===== config.mk =====
export PLATFORM = sky130hd
export DESIGN_NAME = afa_divider
export DESIGN_NICKNAME = d
export VERILOG_FILES = /design/src/afa_pkg.sv /design/src/afa_divider.sv
export SDC_FILE = /design/constraint.sdc
export NUM_CORES = 1
export LEC_CHECK = 0
export BUFFER_PORTS_ARGS = -buffer_cell sky130_fd_sc_hd__buf_2
export CAP_MARGIN = 20
export CORE_MARGIN = 3
export CORE_UTILIZATION = 30
export DETAILED_ROUTE_END_ITERATION = 6
export GPL_TIMING_DRIVEN = 0
export PLACE_DENSITY = 0.46
export SLEW_MARGIN = 20
export SYNTH_ARGS = -nofsm -noshare
export SYNTH_HDL_FRONTEND = slang
export SYNTH_SLANG_ARGS = --single-unit

===== constraint.sdc =====
create_clock -name clk -period 6.05 [get_ports clk]
set_input_delay 0.3025 -clock clk [delete_from_list [all_inputs] [get_ports clk]]
set_output_delay 0.3025 -clock clk [all_outputs]
set_load 0.05 [all_outputs]

===== src/afa_pkg.sv =====
// Package for the attractor force accumulator: widths, defaults, state type.
// No dependencies.
package afa_pkg;
  localparam int LinesDef = 8;
  localparam int AttrsDef = 128;
  localparam logic [19:0] CutoffRst = 20'd300;
  localparam logic [31:0] StrengthRst = 32'd10000000;
  localparam logic [7:0] CountRst = 8'd70;
  localparam logic [1:0] CfgCutoff = 2'd0;
  localparam logic [1:0] CfgStrength = 2'd1;
  localparam logic [1:0] CfgCount = 2'd2;
  localparam logic KindLoad = 1'b0;

  typedef enum logic [3:0] {
    ST_IDLE, ST_RD, ST_DIFF, ST_MAG, ST_SQ, ST_SQRT, ST_DEN, ST_NUM, ST_DIV, ST_ACC, ST_OUT
  } afa_state_t;
endpackage


===== src/afa_divider.sv =====
// Shared restoring divider: 96-bit numerator by 96-bit denominator, one bit per
// cycle, quotient saturated to 33 bits. Uses afa_pkg.
module afa_divider (
  input  logic        clk,
  input  logic        rst_n,
  input  logic        start,
  input  logic [95:0] num,
  input  logic [95:0] den,
  output logic        done,
  output logic [32:0] quot
);
  import afa_pkg::*;
  logic [95:0] rem_r, rem_nxt, nsh_r, nsh_nxt, den_r;
  logic [96:0] trial;
  logic [95:0] q_r, q_nxt;
  logic [6:0] cnt_r, cnt_nxt;
  logic busy_r, busy_nxt;

  always_comb begin
    trial = {rem_r, nsh_r[95]} - {1'b0, den_r};
    rem_nxt = rem_r;
    nsh_nxt = nsh_r;
    q_nxt = q_r;
    cnt_nxt = cnt_r;
    busy_nxt = busy_r;
    if (start) begin
      rem_nxt = '0;
      nsh_nxt = num;
      q_nxt = '0;
      cnt_nxt = 7'd96;
      busy_nxt = 1'b1;
    end else if (busy_r) begin
      nsh_nxt = {nsh_r[94:0], 1'b0};
      if (!trial[96]) begin
        rem_nxt = trial[95:0];
        q_nxt = {q_r[94:0], 1'b1};
      end else begin
        rem_nxt = {rem_r[94:0], nsh_r[95]};
        q_nxt = {q_r[94:0], 1'b0};
      end
      cnt_nxt = cnt_r - 7'd1;
      if (cnt_r == 7'd1) busy_nxt = 1'b0;
    end
  end

  always_ff @(posedge clk) begin
    if (!rst_n) begin
      busy_r <= 1'b0;
      cnt_r <= '0;
    end else begin
      busy_r <= busy_nxt;
      cnt_r <= cnt_nxt;
    end
    rem_r <= rem_nxt;
    nsh_r <= nsh_nxt;
    q_r <= q_nxt;
    if (start) den_r <= den;
  end

  assign done = busy_r && (cnt_r == 7'd1);
  // Final quotient bit is in q_nxt on the done cycle.
  assign quot = (q_nxt[95:33] != '0 || q_nxt[32:0] > 33'h100000000) ?
                33'h100000000 : q_nxt[32:0];
endmodule


[Word-level counts from Yosys, hierarchy flattened]
Index checks and enable logic that the tools add are counted.
Word-level totals
  register bits after elaboration: 392
  input port bits: 195
  output and inout port bits: 34
  word-level logic and storage cells: 29
Operators by class
  $add $sub $neg: 2
  $lt $le $gt $ge: 1
  equal/unequal tests: 1
  muxes and demuxes: 12
  bitwise gates (word level): 1
  reduce and logical (&&, ||, !) cells: 5
Operators by type and width (count)
  $mux W96: 5
  $sub A97 B96 Y97: 1
  $reduce_bool A63 Y1: 1
  $gt A33 B33 Y1 const B: 1
  $mux W33: 1
  $mux W7: 2
  $eq A7 B1 Y1 const B: 1
  $sub A7 B1 Y7 const B: 1
  $mux W1: 4
  $reduce_bool A2 Y1: 1
  $reduce_or A2 Y1: 1
  $logic_and A1 B1 Y1: 1
  $logic_or A1 B1 Y1: 1
  $not A1 Y1: 1

[Longest topological paths before layout]
Gate-level depths: netlist (run 1).
  word-level depth: 7
  depth in mapped cells: 16

[Worst setup path after synthesis (run 1)]
No wires, ideal clock.
  path kind: flip-flop to output port
  start: reg nsh_r[95]
  end: out quot[1]
  arrival time: 4.359 ns
  data required time: 5.747 ns
  path slack: 1.388 ns
  cell stages (with the launch flop): 16
  buffers on the path: 0
  cell sequence: edfxtp_1 -> inv_1 -> ha_1 -> fa_1 -> nor2b_1 -> o31a_1 -> o211ai_1 -> a2bb2oi_2 -> o21ai_1 -> o311ai_1 -> nand2_1 -> o31ai_4 -> xnor2_2 -> a2111oi_2 -> o21ai_1 -> nor3_1
On the way
  longest elaborated chain between the ends: 7
RTL lines
  from (decl): RTL line afa_divider.sv:13  | logic [95:0] rem_r, rem_nxt, nsh_r, nsh_nxt, den_r;
  from (signal assigned): RTL line afa_divider.sv:55  | nsh_r <= nsh_nxt;
  $sub A97 B96 Y97: RTL line afa_divider.sv:20  | trial = {rem_r, nsh_r[95]} - {1'b0, den_r};
  $mux W1: RTL line afa_divider.sv:34  | if (!trial[96]) begin
  $mux W96: RTL line afa_divider.sv:32  | end else if (busy_r) begin
  $mux W96: RTL line afa_divider.sv:26  | if (start) begin
  $gt A33 B33 Y1: RTL line afa_divider.sv:62  | assign quot = (q_nxt[95:33] != '0 || q_nxt[32:0] > 33'h100000000) ?
  $logic_or A1 B1 Y1: RTL line afa_divider.sv:62
  $mux W33: RTL line afa_divider.sv:62
  to (decl): RTL line afa_divider.sv:10  | output logic [32:0] quot
No other way between the ends.

[Final worst setup path (run 1)]
  start: reg nsh_r[95]
  end: out quot[18]
Same word-level chain as after synthesis.

==> results.yml, run 1 <==
global_routing:
  overflow: 0
  first_global_vias: 18900
  grt_usage_pct: 18.1
  global_route_wire_length_before_repair_mm: 107
  grt_start_max_net_pins: 67
  antenna_violations_before_repair: 9
timing:
  skew_ns: 0.0328
  fmax_mhz: 176
  timing.max_slew.rel_slack_pct: 32.7
  setup_viol: 0
  timing.hold.ws_ns: 0.0343
  report.final.hold_viol_count: 0
  transition_time_of_the_tightest_slew_check_pin_ns: 1.01
  summed_negative_setup_slack_over_all_endpoints_ns: 0
  finalWorstSetupSlack_ns: 0.372
  period_utilisation_layout_pct: 93.8
  grt_setup_unrepaired: "no"
  period_needed_ns: 5.68
  maxSlewViolCount: 0
setup_path:
  worstPathMaxFanout: 10
  rrSetupSlack_ns: 0.61
  path_class: "flop to output port"
  crit-reg2reg-launch: "nsh_r[95]"
  r2r_end: "rem_r[74]"
  worst_setup_path_end_kind: "output port"
  cp.required_ns: 5.75
  timing.critical_path.from: "nsh_r[95]"
  r2r.worst_path.cells: 17
  crit_path_start_kind: "flop"
  cp_data_arrival_time_ns: 5.38
min_path:
  holdPathStages: 2
  hold_path.class: "input pin to flop"
  min_delay_worst_endpoint: "nsh_r[29]"
  hold_start: "num[29]"
status:
  run_status: "completed"
finish:
  postLayoutCoreUtil_pct: 39.2
  fillerInstances: 7185
  total_nets_final: 3052
  area.growth.synth_to_final_pct: 28.1
  design_area_mm2: 0.0277
  finish.cell_count_without_fillers: 3747
  share_of_final_layout_standard_cells_stronger_than_drive_strength_1_pct: 16.3
clock_network:
  insertion_delay_ns: 0.61
  clk_path_buf_depth: 3
  htreeDepth: 2
  cts-buffers-inserted: 48
  cts_root_buffer: "sky130_fd_sc_hd__clkbuf_16"
  cts.sinks: 392
  clock_tree_from_tritoncts: "done"
  clk_transition_reported_paths_ns: 0.06
placed_design:
  place_inst: 3454
  detailedPlacementHpwl_mm: 51.4
  port_buffers: 228
  placed_area_mm2: 0.0240
  globalplace.congestion: 0.898
  placement.setup.worst_slack_ns: -0.244
routing:
  vias_per_cell: 5.04
  dr.pass1.iters: 5
  antenna_left: 0
  route.final.wire_length_mm: 69.5
  drt_iter0_drc: 1342
  drc: 0
  post_dr_wirelength_cell_um: 18.5
  vias: 18900
yosys:
  post-synth-top-count-cell: "sky130_fd_sc_hd__nand2_1"
  netlist_instances: 2284
  synth_async_sr_flop_share_pct: 0
  syn-num-nets: 2578
  synth_warnings: 0
  synth.top_cells.by_count: "sky130_fd_sc_hd__nand2_1 (262), sky130_fd_sc_hd__nor2_1 (255), sky130_fd_sc_hd__dfxtp_1 (200)"
  synth-edff-count: 192
  synthFlopType: "sky130_fd_sc_hd__dfxtp_1"
  ys_seq_elements: 392
  synth_cell_types: 75
  yosysTopAreaCell: "sky130_fd_sc_hd__edfxtp_1"
  yosysSeqAreaShare_pct: 45.2
  syn_area_per_cell_um2: 9.47
  post_synth_main_area_contributors: "sky130_fd_sc_hd__edfxtp_1 (27%), sky130_fd_sc_hd__dfxtp_1 (19%), sky130_fd_sc_hd__ha_1 (5.7%)"
  yosys.area.top_type_share_pct: 26.7
  synth.cell_area_mm2: 0.0216
power:
  static-leakage-power_nw: 11.1
  power.total_mw: 8.13
  power.density_mw_per_mm2: 294
  ir_drop_uv: 218
die:
  floorplan.initialDensity_pct: 30.6
  die-area_mm2: 0.0754
  die-height_um: 275
  floorplan.core_area_mm2: 0.0708
  floorplan.die.width_um: 275
  rows: 97
  top_level_ports: 229
flow_run:
  max_cap_violations: 0
[report_power, final]
| group | internal, mW | switching [mW] |
|---|---|---|
| Sequential | 3.00 | 0.108 |
| Clock | 1.86 | 1.21 |
| Combinational | 0.741 | 1.21 |
[cell type report]
type | count | area [um^2] | share of cell area [%]
multi-input cells | 1610 | 10800 | 39.1
flip-flops and latches | 392 | 9770 | 35.3
repair buffers | 426 | 3160 | 11.4
clock buffers | 65 | 1310 | 4.71
well taps | 940 | 1180 | 4.25
plain buffers | 137 | 542 | 1.96
inverters | 143 | 537 | 1.94
clock inverters | 24 | 367 | 1.32
diodes | 10 | 25.0 | 0.0903
[placed cells by master (no fill, tap or decap), types with 16 or more instances in the layout]
| master | n |
|---|---|
| sky130_fd_sc_hd__xnor2_1 | 59 |
| sky130_fd_sc_hd__a21oi_1 | 154 |
| sky130_fd_sc_hd__xor2_1 | 34 |
| sky130_fd_sc_hd__dlygate4sd3_1 | 190 |
| sky130_fd_sc_hd__nor4_1 | 29 |
| sky130_fd_sc_hd__clkbuf_16 | 48 |
| sky130_fd_sc_hd__mux2_2 | 95 |
| sky130_fd_sc_hd__clkbuf_1 | 135 |
| sky130_fd_sc_hd__nand4_1 | 49 |
| sky130_fd_sc_hd__nand2_1 | 260 |
| sky130_fd_sc_hd__a21o_1 | 26 |
| sky130_fd_sc_hd__a311oi_1 | 71 |
| sky130_fd_sc_hd__nand3_1 | 25 |
| sky130_fd_sc_hd__ha_1 | 98 |
| sky130_fd_sc_hd__mux2i_1 | 96 |
| sky130_fd_sc_hd__buf_2 | 226 |
| sky130_fd_sc_hd__edfxtp_1 | 192 |
| sky130_fd_sc_hd__o21bai_1 | 29 |
| sky130_fd_sc_hd__o211ai_1 | 16 |
| sky130_fd_sc_hd__o21ai_0 | 65 |
| sky130_fd_sc_hd__dfxtp_1 | 200 |
| sky130_fd_sc_hd__o21a_1 | 21 |
| sky130_fd_sc_hd__nor3_2 | 30 |
| sky130_fd_sc_hd__nor3_1 | 21 |
| sky130_fd_sc_hd__a211oi_1 | 25 |
| sky130_fd_sc_hd__nor2_1 | 255 |
| sky130_fd_sc_hd__inv_1 | 143 |
[critical path, cell delays in order (launching register included)]
cell and delay [ns]:
sky130_fd_sc_hd__edfxtp_1 0.37, sky130_fd_sc_hd__inv_1 0.05, sky130_fd_sc_hd__ha_1 0.22, sky130_fd_sc_hd__fa_1 0.40
sky130_fd_sc_hd__nor2b_1 0.18, sky130_fd_sc_hd__o31a_1 0.28, sky130_fd_sc_hd__o211ai_1 0.24, sky130_fd_sc_hd__a2bb2oi_2 0.32
sky130_fd_sc_hd__o21ai_2 0.18, sky130_fd_sc_hd__o311ai_2 0.39, sky130_fd_sc_hd__nand2_2 0.21, sky130_fd_sc_hd__o31ai_4 0.34
sky130_fd_sc_hd__xnor2_4 0.18, sky130_fd_sc_hd__a2111oi_2 0.41, sky130_fd_sc_hd__o21ai_1 0.21, sky130_fd_sc_hd__buf_4 0.27
sky130_fd_sc_hd__nor3_2 0.24, sky130_fd_sc_hd__buf_4 0.26
[worst max-delay path by stage]
| stage | to | slack (ns) | cells after the start |
|---|---|---|---|
| 2_1_floorplan | quot[1] | 1.39 | 15 |
| 3_3_place_gp | nsh_r[46] | -2.61 | 9 |
| 3_5_place_dp | quot[18] | -0.24 | 11 |
| 4_1_cts | quot[15] | 0.01 | 17 |
| 5_1_grt | quot[18] | 0.03 | 13 |
| 6_report | quot[18] | 0.37 | 17 |
[metal layers]
layer	track usage, %	up-vias	routed length [um]
met1	24.8	9132	32600
met2	29.0	444	31400
li1	-	9197	-
met4	6.15	0	2190
met3	2.75	128	3310
met5	0	-	0
[sequential cells by signal, summed over array words and instances, names as in the netlist]
register / cells
nsh_r: 96
den_r: 96
q_r: 96
rem_r: 96
busy_r: 1
cnt_r: 7
[logic make-up (layout without fill, tap and decap cells)]
| logic type | Yosys count | count (layout) | share of synthesized area, % |
|---|---|---|---|
| flops | 392 | 392 | 45.2 |
| other cells | 0 | 10 | 0 |
| fa+ha+maj | 99 | 99 | 5.76 |
| xor+xnor | 94 | 94 | 3.84 |
| compound gates | 505 | 505 | 15.6 |
| mux | 191 | 191 | 9.39 |
| buf+inv | 282 | 795 | 4.95 |
| simple gates | 721 | 721 | 15.3 |
[what timing repair did]
item,CTS,global route
pin swaps,1,2
setup endpoints to repair,33,75
endpoints found under the hold margin,191,0
setup buffers,1,5
gates cloned,0,0
resized for setup,9,14
hold buffers,190,0
Note: power is estimated with default switching activity, not from simulation.
==> run 2: changes to the inputs <==
--- a/config.mk
+++ b/config.mk
@@ -5,13 +5,16 @@
 export SDC_FILE = /design/constraint.sdc
 export NUM_CORES = 1
 export LEC_CHECK = 0
+export ABC_AREA = 1
 export BUFFER_PORTS_ARGS = -buffer_cell sky130_fd_sc_hd__buf_2
 export CAP_MARGIN = 20
+export CELL_PAD_IN_SITES_DETAIL_PLACEMENT = 0
+export CELL_PAD_IN_SITES_GLOBAL_PLACEMENT = 1
 export CORE_MARGIN = 3
 export CORE_UTILIZATION = 30
 export DETAILED_ROUTE_END_ITERATION = 6
 export GPL_TIMING_DRIVEN = 0
-export PLACE_DENSITY = 0.46
+export PLACE_DENSITY = 0.57
 export SLEW_MARGIN = 20
 export SYNTH_ARGS = -nofsm -noshare
 export SYNTH_HDL_FRONTEND = slang
==> run 2 against run 1 <==
Effect of this change: clock-buffer cell count increased by 1; via count is 28% higher; worst hold slack improved by 0.067 ns; clock power is essentially flat; area after synthesis rose by 12%.
==> results.yml, run 2 <==
status:
  run_status: "completed"
yosys:
  syn-num-nets: 3931
  post_synth_main_area_contributors: "sky130_fd_sc_hd__edfxtp_1 (24%), sky130_fd_sc_hd__nand2_1 (22%), sky130_fd_sc_hd__dfxtp_1 (16%)"
  yosysTopAreaCell: "sky130_fd_sc_hd__edfxtp_1"
  synth.cell_area_mm2: 0.0243
  post-synth-top-count-cell: "sky130_fd_sc_hd__nand2_1"
  ys_seq_elements: 392
  netlist_instances: 3637
  synth.top_cells.by_count: "sky130_fd_sc_hd__nand2_1 (1445), sky130_fd_sc_hd__inv_1 (620), sky130_fd_sc_hd__nor2_1 (288)"
  synth-edff-count: 192
  synth_warnings: 0
  syn_area_per_cell_um2: 6.68
  synth_async_sr_flop_share_pct: 0
  synth_cell_types: 39
  synthFlopType: "sky130_fd_sc_hd__dfxtp_1"
  yosysSeqAreaShare_pct: 40.2
  yosys.area.top_type_share_pct: 23.7
die:
  floorplan.core_area_mm2: 0.0796
  floorplan.initialDensity_pct: 30.5
  die-area_mm2: 0.0845
  top_level_ports: 229
  rows: 103
  floorplan.die.width_um: 291
  die-height_um: 291
setup_path:
  cp.required_ns: 5.75
  worstPathMaxFanout: 10
  cp_data_arrival_time_ns: 4.78
  cp-endpoint: "quot[0]"
  cpMostUsedCell: "sky130_fd_sc_hd__nand2_1"
  worst_setup_path_end_kind: "output port"
  critical-path-max-stage-delay_ns: 0.42
  crit_path_start_kind: "flop"
  path_class: "flop to output port"
  timing.critical_path.cells: "inv_1 > ha_1 > fa_1 > inv_1 > nand2_1 > nand2_1 > nand3_1 > nand2_1 > nand2_1 > nand2_1 > nand2_1 > nand2_1 > nand2_1 > nand4_1 > nand3_2 > buf_2 > a21oi_1 > buf_2"
  r2r.worst_path.cells: 21
  timing.critical_path.from: "nsh_r[95]"
  r2r_end: "rem_r[72]"
  crit-reg2reg-launch: "nsh_r[95]"
  rrSetupSlack_ns: 1.82
  critical_path.slowest_cell: "sky130_fd_sc_hd__buf_2"
global_routing:
  grt_usage_pct: 23.2
  grt_start_max_net_pins: 60
  global_route_wire_length_before_repair_mm: 148
  first_global_vias: 24000
  overflow: 0
  antenna_violations_before_repair: 5
flow_run:
  max_cap_violations: 0
clock_network:
  cts.sinks: 392
  clock_tree_from_tritoncts: "done"
  clk_transition_reported_paths_ns: 0.06
  cts-buffers-inserted: 47
  cts_setup_buffers: 0
  postCtsHoldBufs: 193
  htreeDepth: 2
  clk_path_buf_depth: 3
  insertion_delay_ns: 0.62
  post_cts_resize_count: 0
  cts_root_buffer: "sky130_fd_sc_hd__clkbuf_16"
power:
  power.total_mw: 6.77
  combinationalPowerShare_pct: 10.6
  static-leakage-power_nw: 15.3
  power_switching_mw: 1.70
  p_sw_share_pct: 25.1
  sequentialPowerShare_pct: 43.8
  ir_drop_uv: 186
  power_frac_clock_pct: 45.6
  power.density_mw_per_mm2: 222
  internal_power_mw: 5.07
timing:
  period_needed_ns: 5.08
  setup_viol: 0
  skew_ns: 0.0239
  grt_setup_unrepaired: "no"
  maxSlewViolCount: 0
  report.final.hold_viol_count: 0
  summed_negative_setup_slack_over_all_endpoints_ns: 0
  timing.max_slew.rel_slack_pct: 27.6
  period_utilisation_layout_pct: 84.0
  transition_time_of_the_tightest_slew_check_pin_ns: 1.09
  fmax_mhz: 197
finish:
  postLayoutCoreUtil_pct: 38.2
  most-common-layout-cells: "sky130_fd_sc_hd__nand2_1 (1445), sky130_fd_sc_hd__inv_1 (620), sky130_fd_sc_hd__nor2_1 (288)"
  share_of_final_layout_standard_cells_stronger_than_drive_strength_1_pct: 8.75
  total_nets_final: 4404
  layout_commonest_cell: "sky130_fd_sc_hd__nand2_1"
  area.growth.synth_to_final_pct: 25.2
  fillerInstances: 8717
placed_design:
  detailedPlacementHpwl_mm: 80.6
  globalplace.congestion: 0.972
  port_buffers: 228
min_path:
  hold_path.class: "input pin to flop"
routing:
  dr.pass1.iters: 6
  drc: 0
  post_dr_wirelength_cell_um: 19.4
  vias_per_cell: 4.66
  antenna_left: 0
  vias: 24200
  drt_iter0_drc: 1593
  route.final.wire_length_mm: 101
run 2: cell types whose count changed in the layout (fill, tap and decap cells not counted), sizes merged, moves of 49 or more:
| cell | delta |
|---|---|
| inv | +483 |
| o21ai | +49 |
| a311oi | -71 |
| mux2 | -95 |
| mux2i | -96 |
| nand2 | +1185 |
| o22ai | +77 |
| nand3 | +108 |
| clkbuf | -87 |
run 2: per-layer routing:
| metal | up-vias | GRT usage (%) | wire length [um] |
|---|---|---|---|
| met2 | 590 | 37.9 | 45400 |
| met3 | 146 | 3.22 | 5330 |
| met4 | 6 | 7.87 | 3630 |
| met5 | - | 0 | 34 |
| li1 | 12300 | - | - |
| met1 | 11100 | 31.6 | 46700 |
run 2: cells by family (layout without fill, tap and decap cells):
kind of cell | after synthesis | count (layout) | synth area share (%)
compound gates | 423 | 423 | 9.66
xor+xnor | 46 | 46 | 1.66
fa+ha+maj | 99 | 99 | 5.13
buf+inv | 713 | 1223 | 11.4
flops | 392 | 392 | 40.2
other cells | 0 | 2 | 0
simple gates | 1964 | 1964 | 32.0
run 2: cell type report:
cell class / count / area, um^2 / share of cell area (%)
clock inverters: 20 / 355 / 1.17
repair buffers: 424 / 3150 / 10.3
flip-flops and latches: 392 / 9770 / 32.1
plain buffers: 89 / 439 / 1.44
diodes: 2 / 5.00 / 0.0164
clock buffers: 66 / 1310 / 4.30
multi-input cells: 2532 / 11800 / 38.6
inverters: 624 / 2340 / 7.69
well taps: 1050 / 1310 / 4.32
run 2: power groups by stage:
stage | Clock (mW) | Combinational [mW] | Sequential [mW]
floorplan | 0 | 0.356 | 3.02
global placement | 0 | 0.618 | 3.03
detailed placement | 0 | 0.622 | 3.02
CTS | 3.20 | 0.724 | 2.97
global route | 3.30 | 0.803 | 2.98
finish | 3.09 | 0.720 | 2.97
run 2: how the worst min path moves through the flow:
stage | startpoint | endpoint | slack, ns | depth (start not counted)
after detailed placement | rem_r[41] | rem_r[41] | 0.46 | 2
after global routing | start | den_r[77] | 0.10 | 1
after floorplan | den[0] | den_r[0] | 0.40 | 0
after global placement | rem_r[25] | rem_r[25] | 0.46 | 2
final | start | den_r[77] | 0.10 | 1
after CTS | start | den_r[77] | 0.08 | 1
run 2: through the flow:
step	hold WS [ns]	setup slack, ns	instance area, um^2	std cells
2_1_floorplan	0.401	1.80	24300	3637
6_report	0.101	0.966	30400	5199
3_3_place_gp	0.465	-2.66	26800	4915
3_5_place_dp	0.461	1.54	26800	4918
5_1_grt	0.102	0.701	30400	5198
4_1_cts	0.0814	0.864	30400	5197
run 2: worst max-delay path: cells and delay by family, from the launching register on:
family                   cells  cell delay, ns
AND/OR/NAND/NOR             11            1.85
buffers and inverters        4            0.99
flip-flops                   1            0.38
adder cells (fa/ha/maj)      2            0.64
AO/OA/AOI/OAI                1            0.31
==> run 3: changes to the inputs <==
==> constraint.sdc (replaced) <==
create_clock -name clk -period 4.75 [get_ports clk]
set_input_delay 0.2375 -clock clk [delete_from_list [all_inputs] [get_ports clk]]
set_output_delay 0.2375 -clock clk [all_outputs]
set_load 0.05 [all_outputs]
==> run 3 against run 2 <==
Effect of this change: wire length rose by 0.13%; clock power up 27%; final cell count about the same; non-clock buffer count rose by 1; final area up 0.16%; largest power group unchanged; highest routed layer unchanged.
==> results.yml, run 3 (synthesized netlist as in run 2, its figures left out) <==
status:
  run_status: "completed"
flow_run:
  max_cap_violations: 0
timing:
  skew_ns: 0.0270
  timing.hold.ws_ns: 0.0391
  period_needed_ns: 4.42
  setup_viol: 0
  maxSlewViolCount: 0
  timing.max_slew.rel_slack_pct: 27.0
  finalWorstSetupSlack_ns: 0.326
  grt_setup_unrepaired: "no"
  fmax_mhz: 226
  transition_time_of_the_tightest_slew_check_pin_ns: 1.09
  period_utilisation_layout_pct: 93.1
  report.final.hold_viol_count: 0
power:
  power.total_mw: 8.63
  ir_drop_uv: 237
  static-leakage-power_nw: 15.3
  power.density_mw_per_mm2: 283
placed_design:
  globalplace.congestion: 0.972
  placement.setup.worst_slack_ns: 0.301
  detailedPlacementHpwl_mm: 80.6
  port_buffers: 228
setup_path:
  path_class: "flop to output port"
  worst_setup_path_end_kind: "output port"
  crit_path_start_kind: "flop"
  critical-path-max-stage-delay_ns: 0.44
  cp_data_arrival_time_ns: 4.19
  worstPathMaxFanout: 10
  timing.critical_path.cells: "inv_1 > ha_1 > a21oi_1 > nand2_1 > a21oi_1 > nand2_1 > a21oi_2 > nand3_1 > nand2_1 > nand3_4 > clkbuf_4 > a21oi_2 > buf_2"
  cp.required_ns: 4.51
  cpMostUsedCell: "sky130_fd_sc_hd__nand2_1"
  critical_path.slowest_cell: "sky130_fd_sc_hd__a21oi_1"
global_routing:
  antenna_violations_before_repair: 5
  first_global_vias: 24000
  global_route_wire_length_before_repair_mm: 148
  overflow: 0
  grt_usage_pct: 23.2
  grt_start_max_net_pins: 60
routing:
  dr.pass1.iters: 5
  drt_iter0_drc: 1577
  vias: 24200
  drc: 0
  antenna_left: 0
  post_dr_wirelength_cell_um: 19.5
  route.final.wire_length_mm: 101
  vias_per_cell: 4.66
die:
  floorplan.core_area_mm2: 0.0796
  die-area_mm2: 0.0845
  floorplan.die.width_um: 291
  rows: 103
  top_level_ports: 229
  die-height_um: 291
  floorplan.initialDensity_pct: 30.5
clock_network:
  cts.sinks: 392
  clk_path_buf_depth: 3
  clock_tree_from_tritoncts: "done"
  htreeDepth: 2
  insertion_delay_ns: 0.62
  cts-buffers-inserted: 47
  cts_root_buffer: "sky130_fd_sc_hd__clkbuf_16"
  clk_transition_reported_paths_ns: 0.06
finish:
  area.growth.synth_to_final_pct: 25.4
  layout_commonest_cell: "sky130_fd_sc_hd__nand2_1"
  most-common-layout-cells: "sky130_fd_sc_hd__nand2_1 (1444), sky130_fd_sc_hd__inv_1 (620), sky130_fd_sc_hd__nor2_1 (288)"
  total_nets_final: 4405
  share_of_final_layout_standard_cells_stronger_than_drive_strength_1_pct: 8.87
  postLayoutCoreUtil_pct: 38.3
min_path:
  hold_path.class: "input pin to flop"
run 3: cell count changes in the layout (fill, tap and decap cells not counted), moves of 2 or more:
cell	delta
sky130_fd_sc_hd__a21oi_1	-2
sky130_fd_sc_hd__clkbuf_4	+8
sky130_fd_sc_hd__buf_2	-8
sky130_fd_sc_hd__a21oi_2	+2
run 3: stage by stage:
| stage | setup TNS (ns) | area, um^2 | std cells |
|---|---|---|---|
| 2_1_floorplan | 0 | 24300 | 3637 |
| 3_3_place_gp | -416.63 | 26800 | 4915 |
| 3_5_place_dp | 0 | 26800 | 4918 |
| 4_1_cts | 0 | 30500 | 5197 |
| 5_1_grt | 0 | 30500 | 5199 |
| 6_report | 0 | 30500 | 5200 |
run 3: critical path: cells and delay by family, from the launching register on:
kind	cells	cell delay, ns
AND/OR/NAND/NOR	5	0.86
adder cells (fa/ha/maj)	1	0.30
AO/OA/AOI/OAI	4	1.35
buffers and inverters	3	0.68
flip-flops	1	0.37
run 3: repair_timing:
action	in CTS	in global routing
hold buffers	193	0
buffers inserted	0	1
endpoints found under the hold margin	195	0
endpoints found under the setup margin	32	32
gates resized for setup	4	9
run 3: power breakdown:
part / internal (mW) / leakage [nW] / switching, mW
Sequential: 3.73 / 3.54 / 0.0450
Combinational: 0.352 / 10.9 / 0.565
Clock: 2.37 / 0.805 / 1.56
Total: 6.46 / 15.3 / 2.17
run 3: cell type report:
class / instances / area, um^2
Antenna cell: 2 / 5.00
Buffer: 89 / 442
Clock buffer: 66 / 1310
Clock inverter: 20 / 355
Fill cell: 8712 / 49100
Inverter: 624 / 2340
Multi-Input combinational cell: 2532 / 11800
Sequential cell: 392 / 9770
Tap cell: 1050 / 1310
Timing Repair Buffer: 425 / 3170
run 3: path summary, 6_finish.rpt:
check | to | from | slack (ns) | cells after the start
hold / removal | den_r[77] | start | 0.04 | 1
setup reg to reg | rem_r[72] | nsh_r[95] | 0.69 | 21
setup / recovery | quot[0] | den_r[75] | 0.33 | 13
hold reg to reg | rem_r[3] | rem_r[3] | 0.48 | 2
run 3: routing by layer:
metal	GRT usage, %	wire, um	up-vias
met5	0	34	-
met4	7.44	3350	6
met3	3.19	5340	137
met2	38.1	45700	592
met1	31.6	46700	11100
li1	-	-	12300
